**src/rtl/cossim_pkg.sv**
```systemverilog
// ============================================================================
// cossim_pkg
// Shared widths, step counts and controller/datapath command types for the
// cosine similarity unit.
// ============================================================================
package cossim_pkg;

    // Accumulator and finishing-arithmetic widths
    localparam int ACC_W      = 48;           // dot and norm accumulators
    localparam int HALF_W     = 24;           // norm half used per partial product
    localparam int PP_W       = 2 * HALF_W;   // one partial product
    localparam int PROD_W     = 2 * ACC_W;    // exact norm product
    localparam int ROOT_W     = ACC_W;        // floor square root of the product
    localparam int SQ_REM_W   = ROOT_W + 2;   // square-root / divide remainder
    localparam int OUT_W      = 16;           // similarity output
    localparam int FRAC_W     = 14;           // Q2.14 fraction bits
    localparam int Q_W        = FRAC_W + 1;   // clamped quotient magnitude
    localparam int ONE_Q14    = 16384;        // 1.0 in Q2.14

    // Sequencer step counts
    localparam int MUL_STEPS  = 4;            // partial products of the norm product
    localparam int SQRT_STEPS = ROOT_W;       // one root bit per step
    localparam int CNT_W      = 6;            // holds up to SQRT_STEPS - 1

    // Commands from the controller to the datapath
    typedef struct packed {
        logic       acc_clear;   // clear the three accumulators
        logic       fin_load;    // capture sign, magnitude and zero flag
        logic       mul_en;      // form one partial product
        logic [1:0] mul_idx;     // which norm halves feed the partial product
        logic       mul_add;     // add the held partial product into the product
        logic       sqrt_step;   // one digit of the square root
        logic       div_init;    // set up the divide and the clamp test
        logic       div_step;    // one quotient bit
        logic       out_load;    // load the result register
    } cmd_t;

    // Status from the datapath to the controller
    typedef struct packed {
        logic zero;              // either norm accumulator is zero
    } status_t;

endpackage

```
**src/rtl/cossim_ctrl.sv**
```systemverilog
// ============================================================================
// cossim_ctrl
// Controller: takes element pairs, then sequences multiply, square root,
// divide and result load once per vector; a zero norm skips to the load.
// ============================================================================
module cossim_ctrl (
    input  logic                clk,
    input  logic                rst_n,
    input  logic                in_valid,
    input  logic                last,
    output logic                in_ready,
    output logic                out_valid,
    input  logic                out_ready,
    input  cossim_pkg::status_t status,
    output cossim_pkg::cmd_t    cmd
);

    typedef enum logic [2:0] {
        S_ACC,
        S_SUM,
        S_CHK,
        S_MUL,
        S_SQRT,
        S_DCHK,
        S_DIV,
        S_DONE
    } state_t;

    state_t                       state_reg;
    logic [cossim_pkg::CNT_W-1:0] cnt_reg;
    logic                         out_valid_reg;
    logic                         accept;

    assign in_ready  = (state_reg == S_ACC);
    assign accept    = in_valid && in_ready;
    assign out_valid = out_valid_reg;

    // Decode commands from the state
    always_comb
    begin
        cmd = '0;
        case (state_reg)
            S_CHK:
            begin
                cmd.fin_load = 1'b1;
            end
            S_MUL:
            begin
                cmd.mul_en  = (cnt_reg < cossim_pkg::CNT_W'(cossim_pkg::MUL_STEPS));
                cmd.mul_idx = cnt_reg[1:0];
                cmd.mul_add = (cnt_reg != '0);
            end
            S_SQRT:
            begin
                cmd.sqrt_step = 1'b1;
            end
            S_DCHK:
            begin
                cmd.div_init = 1'b1;
            end
            S_DIV:
            begin
                cmd.div_step = 1'b1;
            end
            S_DONE:
            begin
                cmd.out_load  = !out_valid_reg || out_ready;
                cmd.acc_clear = !out_valid_reg || out_ready;
            end
            default:
            begin
                cmd = '0;
            end
        endcase
    end

    // Hold state, step counter and output valid
    always_ff @(posedge clk or negedge rst_n)
    begin
        if (!rst_n)
        begin
            state_reg     <= S_ACC;
            cnt_reg       <= '0;
            out_valid_reg <= 1'b0;
        end
        else
        begin
            if (cmd.out_load)
            begin
                out_valid_reg <= 1'b1;
            end
            else if (out_ready)
            begin
                out_valid_reg <= 1'b0;
            end

            case (state_reg)
                S_ACC:
                begin
                    if (accept && last)
                    begin
                        state_reg <= S_SUM;
                    end
                end
                S_SUM:
                begin
                    state_reg <= S_CHK;
                end
                S_CHK:
                begin
                    cnt_reg   <= '0;
                    state_reg <= status.zero ? S_DONE : S_MUL;
                end
                S_MUL:
                begin
                    if (cnt_reg == cossim_pkg::CNT_W'(cossim_pkg::MUL_STEPS))
                    begin
                        cnt_reg   <= '0;
                        state_reg <= S_SQRT;
                    end
                    else
                    begin
                        cnt_reg <= cnt_reg + 1'b1;
                    end
                end
                S_SQRT:
                begin
                    if (cnt_reg == cossim_pkg::CNT_W'(cossim_pkg::SQRT_STEPS - 1))
                    begin
                        cnt_reg   <= '0;
                        state_reg <= S_DCHK;
                    end
                    else
                    begin
                        cnt_reg <= cnt_reg + 1'b1;
                    end
                end
                S_DCHK:
                begin
                    state_reg <= S_DIV;
                end
                S_DIV:
                begin
                    if (cnt_reg == cossim_pkg::CNT_W'(cossim_pkg::FRAC_W - 1))
                    begin
                        cnt_reg   <= '0;
                        state_reg <= S_DONE;
                    end
                    else
                    begin
                        cnt_reg <= cnt_reg + 1'b1;
                    end
                end
                S_DONE:
                begin
                    if (cmd.out_load)
                    begin
                        state_reg <= S_ACC;
                    end
                end
                default:
                begin
                    state_reg <= S_ACC;
                end
            endcase
        end
    end

`ifndef SYNTHESIS
    // Stop taking items once the final pair of a vector is in
    a_block_after_last: assert property (@(posedge clk) disable iff (!rst_n)
        (in_valid && in_ready && last) |=> !in_ready)
        else $error("item taken right after a last item");

    // Never overwrite a result that has not been taken
    a_no_overwrite: assert property (@(posedge clk) disable iff (!rst_n)
        cmd.out_load |-> (!out_valid_reg || out_ready))
        else $error("result register overwritten while pending");

    // No input taken while the finishing unit runs
    a_busy_no_accept: assert property (@(posedge clk) disable iff (!rst_n)
        (cmd.sqrt_step || cmd.div_step || cmd.mul_en) |-> !in_ready)
        else $error("item taken during finishing sequence");

    // Accumulators clear exactly when a result is loaded
    a_clear_with_load: assert property (@(posedge clk) disable iff (!rst_n)
        cmd.acc_clear == cmd.out_load)
        else $error("accumulator clear out of step with result load");
`endif

endmodule

```
**config.mk**
```make
export PLATFORM = sky130hd
export DESIGN_NAME = cossim_ctrl
export DESIGN_NICKNAME = d
export VERILOG_FILES = /design/src/rtl/cossim_pkg.sv /design/src/rtl/cossim_ctrl.sv
export SDC_FILE = /design/constraint.sdc
export NUM_CORES = 1
export LEC_CHECK = 0
export BUFFER_PORTS_ARGS = -buffer_cell sky130_fd_sc_hd__buf_4
export CORE_MARGIN = 3
export CORE_UTILIZATION = 55
export CTS_CLUSTER_SIZE = 12
export DETAILED_ROUTE_END_ITERATION = 6
export HOLD_SLACK_MARGIN = 0.15
export PLACE_DENSITY_LB_ADDON = 0.15
export SYNTH_ARGS = -nofsm -noshare
export SYNTH_HDL_FRONTEND = slang
export SYNTH_SLANG_ARGS = --single-unit
```
**constraint.sdc**
```tcl
create_clock -name clk -period 4.37 [get_ports clk]
set_input_delay 0.6555 -clock clk [delete_from_list [all_inputs] [get_ports clk]]
set_output_delay 0.6555 -clock clk [all_outputs]
set_load 0.01 [all_outputs]
```
After elaboration in Yosys (flattened, before gate mapping)
Cells that the tools add are included.
{"block": "op_classes", "addsub": 1, "n_lt_le_gt_ge": 1, "eq_ne": 15, "mux": 19, "n_reduce_logical": 9}
{"op": "case mux 3 bit (8 select lines)", "n": 1}
{"op": "case mux 6 bit (4 select lines)", "n": 1}
{"op": "two-way mux 3 bit", "n": 6}
{"op": "two-way mux 6 bit", "n": 3}
{"op": "equality test 3 bit (second input constant)", "n": 4}
{"op": "!= test 2 bit (second input constant)", "n": 4}
{"op": "two-way mux 1 bit", "n": 7}
{"op": "adder 6 x 1 -> 6 bit (second input constant)", "n": 1}
{"op": "equality test 3 x 2 -> 1 bit (second input constant)", "n": 2}
{"op": "equality test 6 x 3 -> 1 bit (second input constant)", "n": 1}
{"op": "equality test 6 x 4 -> 1 bit (second input constant)", "n": 1}
{"op": "equality test 6 bit (second input constant)", "n": 1}
{"op": "< comparator 6 x 3 -> 1 bit (second input constant)", "n": 1}
{"op": "nonzero test 6 bit", "n": 1}
{"op": "AND reduction 5 bit", "n": 1}
{"op": "two-way mux 4 bit", "n": 1}
{"op": "nonzero test 4 bit", "n": 1}
{"op": "equality test 3 x 1 -> 1 bit (second input constant)", "n": 1}
{"op": "logical NOT 3 bit", "n": 1}
{"op": "logical AND 1 bit", "n": 2}
{"op": "!= test 2 x 1 -> 1 bit (second input constant)", "n": 1}
{"op": "nonzero test 2 bit", "n": 1}
{"op": "logical NOT 1 bit", "n": 1}
{"op": "logical OR 1 bit", "n": 1}
{"block": "totals", "regBits": 10, "elab_cells": 48}

Depth between registers and ports, before layout
{"block": "logic_depth", "depth_word": 5, "depth_mapped": 7}

Worst setup path after synthesis
No wires, ideal clock.
{"block": "synth_timing", "kind": "in2out", "from": "in out_ready", "to": "out cmd[9] (netlist name)", "t_arrival_ps": 1212, "t_required_ps": 3714, "path_slack_ps": 2502, "cell_stages": 3, "cell_sequence": "nand2b_1 > nor2b_1 > buf_4"}
{"item": "start: declaration", "line": "cossim_ctrl.sv:13", "text": "input logic out_ready,"}
{"item": "end: declaration", "line": "cossim_ctrl.sv:15", "text": "output cossim_pkg::cmd_t cmd"}

==> impl_metrics.json <==
{
  "num_antenna_cells": 0,
  "r2r_start": "state_reg[0]$_DFFE_PN0P_",
  "cts_hold_buf": 0,
  "overflow": 0,
  "dp_hpwl_um": 1320,
  "ys_seq_area_frac": 0.327,
  "portBuffers": 17,
  "gr-usage-met3": 0.0805,
  "peakVddDrop_mv": 0.386,
  "largest_reg_flops": 6,
  "die_area_sq_mm": 0.00188,
  "crit_type": "flop to primary output",
  "grtUsageMet2": 0.330,
  "required_ns": 3.71,
  "period_needed_ns": 2.13,
  "switching_share": 0.442,
  "crit_arrival_ns": 1.48,
  "area_growth_pct": 18.3,
  "grt_pass1_vias": 615,
  "vias": 661,
  "vias_per_cell": 5.80,
  "worst_setup_path_end_kind": "primary output",
  "clkPwrFrac": 0.102,
  "antenna_left": 0,
  "initial_core_util": 0.637,
  "worstMarginPinSlew_ns": 0.467,
  "slew_viol_final": 0,
  "layout.nets": 115,
  "synth_area_sq_um": 766,
  "use_met1": 0.240,
  "grt_max_degree": 14,
  "route.detailed.drc": 0,
  "wl_per_cell_um": 14.6,
  "fmax_mhz": 469,
  "fp-row-count": 12,
  "track_usage": 0.203,
  "cts_resized": 0,
  "numCtsBuffers": 3,
  "grt_pass1_wl_um": 2780,
  "finalSetupViolations": 0,
  "clkSinkCount": 10,
  "synth_seq_cells": 10,
  "postSynthCellCount": 84,
  "fin_crit_sh": 0.488,
  "boundaryPins": 18,
  "postCtsSetupBuffers": 0,
  "worstPathMaxFanout": 5,
  "avgSynthCellArea_sq_um": 9.12,
  "clkTransAtPathRegs_ns": 0.06,
  "final_cell_mix": "buf_4, dfrtp_1, nand2_1, ha_1",
  "status": "complete, no violations",
  "power_density_mw_per_mm2": 666,
  "p_sw_mw": 0.267,
  "comb_power_share": 0.639,
  "crit_start": "state_reg[0]$_DFFE_PN0P_",
  "drtPass1Iterations": 4,
  "fill_cells": 98,
  "drt_wl_total_um": 1660,
  "clockBufferDepth": 2,
  "seqCellArea_sq_um": 250,
  "cts_tree": "yes",
  "die_h_um": 43.3,
  "synth_top_area_share": 0.327,
  "synth_area_leaders": "dfrtp_1, ha_1, mux2i_1",
  "cp-start-kind": "flop",
  "syn_nets": 97,
  "h-tree-depth": 1,
  "ys_warn_count": 0,
  "design.core.area_sq_mm": 0.00120,
  "final_common_cell": "buf_4",
  "root_buffer": "clkbuf_4",
  "drt_iter0_markers": 23,
  "fin_tns_setup_ns": 0,
  "die_width_um": 43.3,
  "clock_skew_ns": 0.00680,
  "finalHoldViolations": 0,
  "maxCapViolCount": 0,
  "power.total_mw": 0.604,
  "grt_setup_unrepaired": "no",
  "drive_above_1_share": 0.250,
  "power.internal_mw": 0.337,
  "synth_cell_types": 30,
  "synth_area_leader_cell": "dfrtp_1",
  "pwr-share-seq": 0.260,
  "routabilityCongestion": 0.850,
  "clk_latency_ns": 0.27,
  "hold_path_class": "input pin to async pin",
  "busiest_layer": "met2",
  "leakagePower_nw": 0.450,
  "max-slew-margin-rel": 0.680,
  "antenna_found_initial": 0,
  "multi_input_area_sq_um": 465
}
## power by group through the flow
stage / clock, mW / combinational (mW) / sequential, mW
3_5_place_dp: 0 / 0.384 / 0.158
6_report: 0.0614 / 0.385 / 0.157
3_3_place_gp: 0 / 0.371 / 0.157
5_1_grt: 0.0670 / 0.427 / 0.163
2_1_floorplan: 0 / 0.292 / 0.142
4_1_cts: 0.0639 / 0.386 / 0.157
## cells by family (layout without fill, tap and decap cells)
| group | count (synthesis) | count (layout) | share of synthesized area |
|---|---|---|---|
| AO/OA/AOI/OAI | 18 | 18 | 0.175 |
| flip-flops | 10 | 10 | 0.327 |
| multiplexers | 6 | 6 | 0.0931 |
| AND/OR/NAND/NOR | 33 | 33 | 0.225 |
| adder cells (fa/ha/maj) | 7 | 7 | 0.114 |
| buffers and inverters | 10 | 26 | 0.0653 |
## final timing paths
| path | cells after the start | endpoint | slack, ns |
|---|---|---|---|
| min in group clk | 2 | out_valid$_DFFE_PN0P_ | 0.56 |
| worst min register to register | 2 | out_valid$_DFFE_PN0P_ | 0.56 |
| worst min-delay path | 1 | cnt_reg[5]$_DFFE_PN0P_ | 0.20 |
| worst max register to register | 6 | state_reg[1]$_DFFE_PN0P_ | 2.36 |
| worst max-delay path | 4 | cmd[1] | 2.24 |
| max in group asynchronous | 1 | cnt_reg[0]$_DFFE_PN0P_ | 4.02 |
## cell type report
| class | instances | share of cell area |
|---|---|---|
| multi-input combinational | 64 | 0.514 |
| sequential | 10 | 0.276 |
| timing repair buffer | 17 | 0.141 |
| clock buffer | 3 | 0.0249 |
| inverter | 6 | 0.0249 |
| tap | 14 | 0.0193 |
## critical path, cell delays in order, from the launching register on
cell and delay, ns:
dfrtp_1 0.41, inv_1 0.14, ha_1 0.25, and2_1 0.25, buf_4 0.16
## Yosys cell counts (all sizes together)
cell / instances
a211oi: 2
a21o: 1
a21oi: 5
a22o: 2
a31oi: 2
and2: 2
and3: 1
and4b: 1
buf: 4
dfrtp: 10
ha: 7
inv: 6
mux2: 3
mux2i: 3
nand2: 7
nand2b: 3
nand3: 2
nand4: 2
nor2: 6
nor2b: 4
nor3: 3
nor3b: 1
o211ai: 1
o21ai: 3
o221ai: 1
o22ai: 1
or3: 1
## metrics by stage
stage               cells  hold WS (ns)  worst slack [ns]  cell area, sq um  utilization
global placement      111         0.492              2.41               883        0.735
finish                114         0.200              2.24               906        0.754
detailed placement    111         0.493              2.38               883        0.735
floorplan              84         0.360              2.50               766            -
global route          114         0.196              2.13               906        0.754
CTS                   114         0.202              2.24               906        0.754
## routing by layer
layer / vias to the layer above / routed length [um]
li1: 324 / -
met1: 321 / 709
met2: 12 / 831
met3: 4 / 95
met4: 0 / 25
met5: - / 0
Note: power is estimated with default switching activity, not from simulation.
